**src/hw/rtl/cbp_pkg.sv**
```systemverilog
// ----------------------------------------------------------------------------
// Coefficient bit packer package
// Shared word types and constants for the packer front, queue and back.
// ----------------------------------------------------------------------------
package cbp_pkg;

    // Field widths.
    localparam int COEFF_W = 64;
    localparam int WIDTH_W = 7;
    localparam int BYTE_W  = 8;

    // The bit buffer holds up to seven leftover bits plus one full coefficient.
    localparam int BUF_W = COEFF_W + BYTE_W;
    localparam int REM_W = 7;

    // Coefficient width limits and the value after reset.
    localparam logic [WIDTH_W-1:0] WIDTH_MIN   = 7'd1;
    localparam logic [WIDTH_W-1:0] WIDTH_MAX   = 7'd64;
    localparam logic [WIDTH_W-1:0] WIDTH_RESET = 7'd8;

    // Input word.
    typedef struct packed {
        logic [COEFF_W-1:0] coeff;
        logic               final_coeff;
    } in_t;

    // Result word.
    typedef struct packed {
        logic [BYTE_W-1:0] packed_byte;
        logic              run_end;
        logic              stream_end;
    } out_t;

    // Classified job handed from the front to the back.
    typedef struct packed {
        logic [COEFF_W-1:0] bits;        // coefficient, left aligned, masked
        logic [WIDTH_W-1:0] width;       // effective width, 1 to 64
        logic               final_coeff;
    } job_t;

endpackage

```
**src/hw/rtl/cbp_front.sv**
```systemverilog
// ----------------------------------------------------------------------------
// Coefficient bit packer front
// Holds the width register, accepts words and turns each into a job with the
// coefficient left aligned and its unused bits cleared.
// ----------------------------------------------------------------------------
module cbp_front (
    input  logic                          clk,
    input  logic                          rst_n,
    input  logic                          push,
    output logic                          full,
    input  cbp_pkg::in_t                  item,
    input  logic                          cfg_we,
    input  logic [cbp_pkg::WIDTH_W-1:0]   cfg_data,
    input  logic                          q_full,
    output logic                          q_push,
    output cbp_pkg::job_t                 q_job
);

    logic [cbp_pkg::WIDTH_W-1:0] width_reg;
    logic [cbp_pkg::WIDTH_W-1:0] width_eff;
    logic [5:0]                  align_shift;

    // Width register.
    always_ff @(posedge clk or negedge rst_n)
    begin
        if (!rst_n)
        begin
            width_reg <= cbp_pkg::WIDTH_RESET;
        end
        else if (cfg_we)
        begin
            width_reg <= cfg_data;
        end
    end

    // Clamp the width into its legal range.
    always_comb
    begin
        if (width_reg < cbp_pkg::WIDTH_MIN)
        begin
            width_eff = cbp_pkg::WIDTH_MIN;
        end
        else if (width_reg > cbp_pkg::WIDTH_MAX)
        begin
            width_eff = cbp_pkg::WIDTH_MAX;
        end
        else
        begin
            width_eff = width_reg;
        end
    end

    // Shifting left by 64 minus the width drops the unused upper bits.
    assign align_shift = 6'(cbp_pkg::WIDTH_MAX - width_eff);

    always_comb
    begin
        q_job.bits        = item.coeff << align_shift;
        q_job.width       = width_eff;
        q_job.final_coeff = item.final_coeff;
    end

    // Handshake toward the job queue.
    assign full   = q_full;
    assign q_push = push && !q_full;

endmodule

```
**src/hw/rtl/cbp_queue.sv**
```systemverilog
// ----------------------------------------------------------------------------
// Coefficient bit packer job queue
// A short first-in first-out queue that decouples the front from the back.
// ----------------------------------------------------------------------------
module cbp_queue #(
    parameter int DEPTH = 2
) (
    input  logic           clk,
    input  logic           rst_n,
    input  logic           push,
    input  cbp_pkg::job_t  wr_job,
    output logic           full,
    input  logic           pop,
    output cbp_pkg::job_t  rd_job,
    output logic           empty
);

    localparam int PTR_W = $clog2(DEPTH);
    localparam int CNT_W = $clog2(DEPTH + 1);

    cbp_pkg::job_t    mem [DEPTH];
    logic [PTR_W-1:0] wr_ptr_reg;
    logic [PTR_W-1:0] rd_ptr_reg;
    logic [CNT_W-1:0] count_reg;
    logic             do_push;
    logic             do_pop;

    assign full    = (count_reg == CNT_W'(DEPTH));
    assign empty   = (count_reg == '0);
    assign do_push = push && !full;
    assign do_pop  = pop && !empty;
    assign rd_job  = mem[rd_ptr_reg];

    // Storage write.
    always_ff @(posedge clk)
    begin
        if (do_push)
        begin
            mem[wr_ptr_reg] <= wr_job;
        end
    end

    // Pointers and fill count.
    always_ff @(posedge clk or negedge rst_n)
    begin
        if (!rst_n)
        begin
            wr_ptr_reg <= '0;
            rd_ptr_reg <= '0;
            count_reg  <= '0;
        end
        else
        begin
            if (do_push)
            begin
                wr_ptr_reg <= (wr_ptr_reg == PTR_W'(DEPTH - 1)) ? '0 : wr_ptr_reg + 1'b1;
            end
            if (do_pop)
            begin
                rd_ptr_reg <= (rd_ptr_reg == PTR_W'(DEPTH - 1)) ? '0 : rd_ptr_reg + 1'b1;
            end
            if (do_push && !do_pop)
            begin
                count_reg <= count_reg + 1'b1;
            end
            else if (do_pop && !do_push)
            begin
                count_reg <= count_reg - 1'b1;
            end
        end
    end

endmodule

```
**src/hw/rtl/cbp_back.sv**
```systemverilog
// ----------------------------------------------------------------------------
// Coefficient bit packer back
// Loads jobs into a left-aligned bit buffer; unless the receiver stalls, emits
// one byte per cycle into the result register, flushing leftovers at stream end.
// ----------------------------------------------------------------------------
module cbp_back (
    input  logic           clk,
    input  logic           rst_n,
    input  logic           q_empty,
    input  cbp_pkg::job_t  q_job,
    output logic           q_pop,
    output logic           empty,
    input  logic           pop,
    output cbp_pkg::out_t  result
);

    localparam int BUF_W  = cbp_pkg::BUF_W;
    localparam int BYTE_W = cbp_pkg::BYTE_W;
    localparam int REM_W  = cbp_pkg::REM_W;

    logic [BUF_W-1:0]  buf_reg,  buf_next,  buf_a;
    logic [REM_W-1:0]  rem_reg,  rem_next,  rem_a;
    logic              fin_reg,  fin_next,  fin_a;
    logic              out_valid_reg;
    cbp_pkg::out_t     out_word_reg, out_word_next;

    logic              pending;
    logic              pending_a;
    logic              emit_full;
    logic              out_ready;
    logic              emit;
    logic              load;
    logic [3:0]        flush_shift;
    logic [BYTE_W-1:0] top_byte;

    // Work is pending while a full byte or a final leftover remains.
    assign pending   = (rem_reg >= REM_W'(BYTE_W)) || (fin_reg && (rem_reg != '0));
    assign emit_full = (rem_reg >= REM_W'(BYTE_W));
    assign out_ready = !out_valid_reg || pop;
    assign emit      = pending && out_ready;
    assign top_byte  = buf_reg[BUF_W-1 -: BYTE_W];

    // Leftover bits of a final coefficient move to the low end of the byte.
    assign flush_shift = 4'(BYTE_W) - {1'b0, rem_reg[2:0]};

    // Buffer state after this cycle's byte, before any load.
    always_comb
    begin
        if (emit)
        begin
            if (emit_full)
            begin
                rem_a = rem_reg - REM_W'(BYTE_W);
                buf_a = buf_reg << BYTE_W;
            end
            else
            begin
                rem_a = '0;
                buf_a = '0;
            end
            fin_a = fin_reg && (rem_a != '0);
        end
        else
        begin
            rem_a = rem_reg;
            buf_a = buf_reg;
            fin_a = fin_reg;
        end
    end

    assign pending_a = (rem_a >= REM_W'(BYTE_W)) || (fin_a && (rem_a != '0));
    assign load      = !pending_a && !q_empty;
    assign q_pop     = load;

    // Merge the next job behind the leftover bits.
    always_comb
    begin
        if (load)
        begin
            buf_next = buf_a | ({q_job.bits, {BYTE_W{1'b0}}} >> rem_a[2:0]);
            rem_next = rem_a + q_job.width;
            fin_next = q_job.final_coeff;
        end
        else
        begin
            buf_next = buf_a;
            rem_next = rem_a;
            fin_next = fin_a;
        end
    end

    // Byte and its end marks.
    always_comb
    begin
        out_word_next.packed_byte = emit_full ? top_byte : (top_byte >> flush_shift);
        out_word_next.run_end     = !pending_a;
        out_word_next.stream_end  = fin_reg && !pending_a;
    end

    // Bit buffer state.
    always_ff @(posedge clk or negedge rst_n)
    begin
        if (!rst_n)
        begin
            buf_reg <= '0;
            rem_reg <= '0;
            fin_reg <= 1'b0;
        end
        else
        begin
            buf_reg <= buf_next;
            rem_reg <= rem_next;
            fin_reg <= fin_next;
        end
    end

    // Result register valid flag.
    always_ff @(posedge clk or negedge rst_n)
    begin
        if (!rst_n)
        begin
            out_valid_reg <= 1'b0;
        end
        else if (emit)
        begin
            out_valid_reg <= 1'b1;
        end
        else if (pop)
        begin
            out_valid_reg <= 1'b0;
        end
    end

    // Result register payload.
    always_ff @(posedge clk)
    begin
        if (emit)
        begin
            out_word_reg <= out_word_next;
        end
    end

    assign empty  = !out_valid_reg;
    assign result = out_word_reg;

`ifndef SYNTHESIS
    // A final flag never lingers on an empty buffer.
    a_fin_has_bits: assert property (@(posedge clk) disable iff (!rst_n)
        !(fin_reg && (rem_reg == '0)))
        else $error("final flag set with no bits held");

    // The buffer never holds more than leftover bits plus one coefficient.
    a_rem_bound: assert property (@(posedge clk) disable iff (!rst_n)
        rem_reg <= REM_W'(BUF_W - 1))
        else $error("bit count exceeds buffer");

    // A job is only merged behind fewer than one byte of leftover bits.
    a_load_room: assert property (@(posedge clk) disable iff (!rst_n)
        load |-> (rem_a < REM_W'(BYTE_W)))
        else $error("job loaded over a full byte");

    // The last byte of a stream is also the last byte of its coefficient.
    a_stream_end_run: assert property (@(posedge clk) disable iff (!rst_n)
        (out_valid_reg && out_word_reg.stream_end) |-> out_word_reg.run_end)
        else $error("stream end without run end");
`endif

endmodule

```
**src/hw/rtl/coeff_bit_packer.sv**
```systemverilog
// ----------------------------------------------------------------------------
// Coefficient bit packer
// Packs coefficients of a configured width, most significant bit first, into
// a continuous byte stream.
// ----------------------------------------------------------------------------
// Usage:
// Words enter on push/full/item; a word is taken when push is high and full
// is low. Bytes leave on empty/pop/result; the oldest byte is on result while
// empty is low and is taken when pop is high. cfg_we with cfg_data writes the
// coefficient width (0 acts as 1, above 64 acts as 64); write it only while
// the block is idle.
// A taken word goes through the job queue and the bit buffer; its first byte
// reaches result from the result register. Throughput: while the receiver
// keeps taking bytes, the back end emits one byte per cycle and merges the
// next job in the same cycle as the last byte of the previous one.
// A final word flushes any leftover bits as one more byte, in its low bits.
// Reset empties the job queue and the result register, clears the partial
// byte and sets the width to 8. When the receiver stalls, the result register
// holds, the back end stops, the job queue fills and then full rises.
// ----------------------------------------------------------------------------
module coeff_bit_packer #(
    parameter int QUEUE_DEPTH = 2
) (
    input  logic                          clk,
    input  logic                          rst_n,
    input  logic                          push,
    output logic                          full,
    input  cbp_pkg::in_t                  item,
    output logic                          empty,
    input  logic                          pop,
    output cbp_pkg::out_t                 result,
    input  logic                          cfg_we,
    input  logic [cbp_pkg::WIDTH_W-1:0]   cfg_data
);

    logic          q_push;
    logic          q_full;
    logic          q_pop;
    logic          q_empty;
    cbp_pkg::job_t wr_job;
    cbp_pkg::job_t rd_job;

    // Front: width register and word classification.
    cbp_front u_front (
        .clk      (clk),
        .rst_n    (rst_n),
        .push     (push),
        .full     (full),
        .item     (item),
        .cfg_we   (cfg_we),
        .cfg_data (cfg_data),
        .q_full   (q_full),
        .q_push   (q_push),
        .q_job    (wr_job)
    );

    // Job queue between front and back.
    cbp_queue #(
        .DEPTH (QUEUE_DEPTH)
    ) u_queue (
        .clk    (clk),
        .rst_n  (rst_n),
        .push   (q_push),
        .wr_job (wr_job),
        .full   (q_full),
        .pop    (q_pop),
        .rd_job (rd_job),
        .empty  (q_empty)
    );

    // Back: bit buffer and byte output.
    cbp_back u_back (
        .clk     (clk),
        .rst_n   (rst_n),
        .q_empty (q_empty),
        .q_job   (rd_job),
        .q_pop   (q_pop),
        .empty   (empty),
        .pop     (pop),
        .result  (result)
    );

endmodule
```
**config.mk**
```make
export PLATFORM = sky130hd
export DESIGN_NAME = coeff_bit_packer
export DESIGN_NICKNAME = d
export VERILOG_FILES = /design/src/hw/rtl/cbp_pkg.sv /design/src/hw/rtl/cbp_front.sv /design/src/hw/rtl/cbp_queue.sv /design/src/hw/rtl/cbp_back.sv /design/src/hw/rtl/coeff_bit_packer.sv
export SDC_FILE = /design/constraint.sdc
export NUM_CORES = 1
export LEC_CHECK = 0
export BUFFER_PORTS_ARGS = -buffer_cell sky130_fd_sc_hd__buf_2
export CORE_MARGIN = 3
export CORE_UTILIZATION = 30
export DETAILED_ROUTE_END_ITERATION = 8
export GPL_TIMING_DRIVEN = 0
export PLACE_DENSITY = 0.53
export SLEW_MARGIN = 10
export SYNTH_ARGS = -nofsm -noshare
export SYNTH_HDL_FRONTEND = slang
export SYNTH_SLANG_ARGS = --single-unit
export TNS_END_PERCENT = 1
```
**constraint.sdc**
```tcl
create_clock -name clk -period 5.88 [get_ports clk]
set_input_delay 0.882 -clock clk [delete_from_list [all_inputs] [get_ports clk]]
set_output_delay 0.882 -clock clk [all_outputs]
set_load 0.05 [all_outputs]
```
After elaboration in Yosys (flattened, before gate mapping):

Memories as Yosys holds them, arrays and structs flattened.
Index checks and enable logic that the tools add are counted.

* memories kept: 1
* register bits: 102
* bits in writable memories: 144
* word-level logic and storage cells: 75
* input bits: 77
* output and inout bits: 12

* $lt $le $gt $ge: 4
* bitwise logic cells: 1
* add/subtract/negate cells: 8
* mux-type cells: 20
* equality and inequality tests: 1
* shifts and indexed selects: 3
* reductions and logical operators: 26

Memories
* u_queue.mem: depth 2, bits a word 72, read ports 1, clocked after memory_dff 0, write ports 1, line cbp_queue.sv:21 `cbp_pkg::job_t mem [DEPTH];`

Operators with widths (count)
* $mux W72: 3
* $or A72 B72 Y72: 1
* $shr A72 B3 Y72: 1
* $shl A64 B6 Y64: 1
* $mux W7: 6
* $reduce_bool A7 Y1: 3
* $ge A7 B4 Y1 const B: 2
* $logic_and A1 B1 Y1: 11
* $mux W1: 8
* $mux W8: 1
* $shr A8 B4 Y8: 1
* $add A7 B7 Y7: 1
* $gt A7 B7 Y1 const B: 1
* $lt A7 B1 Y1 const B: 1
* $sub A7 B4 Y7 const B: 1
* $logic_not A1 Y1: 6
* $sub A1 B6 Y6 const A: 1
* $mux W2: 2
* $reduce_bool A2 Y1: 2
* $sub A4 B3 Y4 const A: 1
* $logic_or A1 B1 Y1: 3
* $add A1 B1 Y1 const B: 2
* $add A2 B1 Y2 const B: 1
* $eq A2 B2 Y1 const B: 1
* other kinds (2): 2

Logic depth before layout (Yosys ltp):

* depth after elaboration: 16
* gate-level depth with buffers: 20
* mapped depth without buffers: 15

Modules after synthesis:

From an unflattened synthesis, not the netlist that was laid out.

* cells, all modules: 1743
* area total of the unflattened synthesis: 17634.4 µm²

Modules (own cells, without submodules)
* cbp_back: instances 1, sequential area each 2327.2 µm², area an instance 7055.5 µm², cells an instance 850
* cbp_queue: instances 1, sequential area each 4424.2 µm², area an instance 5741.8 µm², cells an instance 243
* cbp_front: instances 1, sequential area each 176.4 µm², area an instance 4837.1 µm², cells an instance 650

Worst setup path after synthesis:

OpenSTA, ideal clock, no wires.

* path type: flip-flop to flip-flop
* start point: register u_back.rem_reg[0]
* end point: register u_back.rem_reg[6]
* data arrival time: 4671 ps
* stages on the path, launching flop included: 21
* data required time: 5754 ps
* buffers on the path: 5
* period minus slack after synthesis: 4797 ps
* setup time: 126 ps
* setup slack: 1083 ps
* path through: dfrtp_1 inv_1 clkbuf_1 clkbuf_1 clkbuf_1 ha_1 nor3b_4 o41ai_4 inv_2 clkbuf_1 buf_1 ha_1 inv_1 fa_1 nor2b_1 o21ai_0 nand2b_1 a21oi_1 maj3_1 xor2_1 a221o_1

* word-level cells in the longest chain between the ends: 11
* elaborated cells between the ends (all ways): 20
* classes of those cells: add/sub (2); order compare (2); mux (5); reduce/logical (11)

Ends and longest elaborated chain
* from (decl): line cbp_back.sv:22 `logic [REM_W-1:0] rem_reg, rem_next, rem_a;`
* from (signal assigned): line cbp_back.sv:112 `rem_reg <= rem_next;`
* branches (longest 10 deep; another with $sub A7 B4 Y7)
* $mux W7 *: line cbp_back.sv:78 `if (load)`
* named net u_back.rem_next[6]: line cbp_back.sv:22

Mark *: on every way through the listed nets, which the timed path passes. The select of a mux whose other input is x is not followed.
A chain may end at the register's enable or synchronous reset.

==> results.md <==
* Outcome: completed
* # H-tree levels at 1
* Starting density of the core at 30.6%
* # Max-Cap Violations at 0
* Routed Antenna Nets at 0
* Clk root buf: clkbuf_16
* Vias in the first global route at 18000
* Final period util at 97.2%
* Crit path required time at 6110 ps
* Diodes inserted at 0
* Routed vias at 18400
* Drt drc at 0
* Max VDD drop at 0.216 mV
* Net count after synthesis at 2127
* Grt ovf at 0
* CTS clk-pin slew, worst paths at 70 ps
* Register area at 6930 um^2
* Clock sink count at 246
* Placed cells at 2959
* Setup violators final at 0
* Global-route wire length before repair at 126000 um
* Main synth FF type: edfxtp_1
* Vias per cell at 6.11
* Startpoint types: register
* FF-to-FF Start: u_front.width_reg[6]
* Worst path arrival time at 5940 ps
* Layout cells sized above 1 at 15.5%
* Iteration-0 DRC Markers at 2043
* TritonRoute pass-1 iters at 6
* Critical Path End Type: register
* Core ar. at 60900 um^2
* Largest net degree at the start of global routing at 66
* Worst-case clock skew at 19.0 ps
* Cells after Synth at 2040
* Worst Hold Class: primary input to asynchronous set/reset pin
* Later-pin clock latency in the skew report at 580 ps
* Asr flop ratio synth at 37.4%
* Multi-input gate area at 10800 um^2
* Critical path peak fanout at 10
* Slew HR at 19.5%
* Post-DR wirelength/cell at 28.8 um
* Critical path type: register to register
* Slew Limit Fails at 0
* Placement Rows at 90
* Power per cell area at 547 nW/um^2
* Final wirelength at 86500 um
* Final Net Count at 2247
* I/O pins at 89
* Crit path capture: u_queue.mem[0][68]
* Synth Area per Inst at 9.14 um^2
* Num CTS Buffers at 27
* Die area at 65200 um^2
* Yosys cell types at 93
* Internal reg-to-reg setup slack at 170 ps
* Mapped Area at 18600 um^2
* Slew @ Worst Pin at 1200 ps
* Worst Reg2Reg Path Length in Cells at 13
* Post-synth EDFFs at 154
* Chip height at 255 um
* Leak pwr at 8.17 nW
* RePlAce Congestion at 1.01
* Initial antenna violation count at 0
* YS warnings at 0
* Filler Cell Count at 6273
* Crit. Startpoint: u_front.width_reg[6]
* Post-synth top cells: 268 x nand2_1, 233 x nor2_1, 171 x mux2i_1
* Finished Layout Cells at 3008
* Hold_buf cts at 0
* Fin. Hold Viols at 0
* Die width at 255 um
* Area contributors post-synth: edfxtp_1 25%, dfrtp_1 12%, mux2i_1 9.2%
* Synthesized flop and latch total at 246
* Tmin final at 5710 ps
* Sequential element share of the synthesized area at 37.2%
* Syn-to-layout area delta at 13.5%
* RSZ-0062 raised after global routing: false
* Top cell type by total area after synthesis: edfxtp_1
* Overall Global Routing Usage at 25.4%
* Detailed Place HPWL at 68700 um
* CTS Buffer Depth at 3
* Synth top area share at 24.8%
* End of the worst register-to-register path: u_queue.mem[0][68]
* Count leader, synth: nand2_1
* Max FFs per register at 144
* Fmax at 175 MHz
* CTS tree: built
* Core Util, Final at 34.7%
* Port Buf Inserts at 87
## worst min-delay path by stage
stage	startpoint	to	slack [ps]	cells after the start
after floorplan	u_back.buf_reg[5]	u_back.buf_reg[5]	450	2
after global placement	u_back.buf_reg[5]	u_back.buf_reg[5]	480	2
after detailed placement	u_back.buf_reg[0]	u_back.buf_reg[0]	480	1
after CTS	rst_n	u_back.buf_reg[64]	230	1
after global routing	rst_n	u_back.buf_reg[64]	260	1
final	rst_n	u_back.buf_reg[64]	230	1
## where the power goes
group | switching (mW) | internal (mW)
combinational | 4.52 | 2.22
sequential | 0.538 | 2.52
clock | 0.766 | 0.992
total | 5.83 | 5.74
## metal layers
metal / GRT usage (%) / vias up / wire (um) / share of wire [%]
met5: 0 / - / 0 / 0
met3: 3.55 / 272 / 6900 / 8.0
met4: 13.0 / 0 / 5190 / 6.0
met2: 41.5 / 1098 / 39300 / 45
met1: 32.8 / 8981 / 35100 / 41
li1: - / 8033 / - / -
## kinds of logic (layout without fill, tap and decap cells)
family | count (synthesis) | count (layout) | share of synthesized area, %
AOI/OAI and AO/OA | 656 | 656 | 25.3
xor gates and xnor gates | 13 | 13 | 0.711
adders and majority gates | 11 | 11 | 0.765
buffers and inverters | 214 | 354 | 5.09
DFF | 246 | 246 | 37.2
muxes | 255 | 255 | 16.2
and+or+nand+nor | 645 | 645 | 14.8
## layout make-up
cell class / count / area share [%]
buffer: 179 / 3.88
multi-input combinational: 1580 / 51.0
inverter: 33 / 0.615
tap: 828 / 4.90
sequential: 246 / 32.7
clock buffer: 28 / 3.21
clock inverter: 21 / 1.11
timing repair buffer: 93 / 2.59
## critical path: stages (launching register included)
cell       delay (ps)
dfrtp_1           490
or3_4             440
o21ai_4           370
inv_4             140
buf_2             260
buf_2             280
ha_1              360
inv_1             110
clkbuf_1          510
clkbuf_1          690
mux2i_1           670
nor2_1            110
a2111oi_0         600
a21oi_1           320
## per-stage QoR
stage	setup TNS, ps	setup slack [ps]	power, mW	cell area (um^2)	hold WS (ps)
2_1_floorplan	0	1080	7.09	18600	451
3_3_place_gp	-48560	-1180	9.58	20100	480
3_5_place_dp	-4550	-1250	9.61	20200	479
4_1_cts	0	95.6	11.4	21100	232
5_1_grt	0	26.6	12.1	21200	258
6_report	0	167	11.6	21200	234
## layout by cell type, fill, tap and decap left out, types with 7 or more instances in the layout
cell,synthesis,routed
nor3_1,36,36
o22ai_1,58,58
a221o_1,46,46
mux2i_1,171,171
ha_1,9,9
a211oi_2,9,9
nand2b_1,18,18
mux2_2,50,50
o221ai_1,31,31
and2_1,10,10
clkinvlp_4,0,7
nand3_1,31,31
a21oi_1,86,86
a21o_1,20,20
inv_1,28,27
clkbuf_16,0,27
a32o_1,17,17
a22oi_1,47,47
buf_1,17,16
o21ai_0,122,122
a211oi_1,45,45
buf_2,49,136
o31ai_1,15,15
o21a_1,7,7
nor2_1,233,232
edfxtp_1,154,154
o21ai_1,17,17
a31oi_1,19,19
buf_4,12,15
nand2_1,268,267
o211ai_1,27,27
mux4_2,32,32
clkbuf_1,98,94
nor2b_1,12,12
a22o_1,10,10
dfrtp_1,91,91
## what timing repair did
| item | CTS | global route |
|---|---|---|
| resized for setup | 6 | 0 |
| endpoints found under the setup margin | 33 | 1 |
| buffers inserted | 0 | 2 |
(Power assumes the default switching activity.)
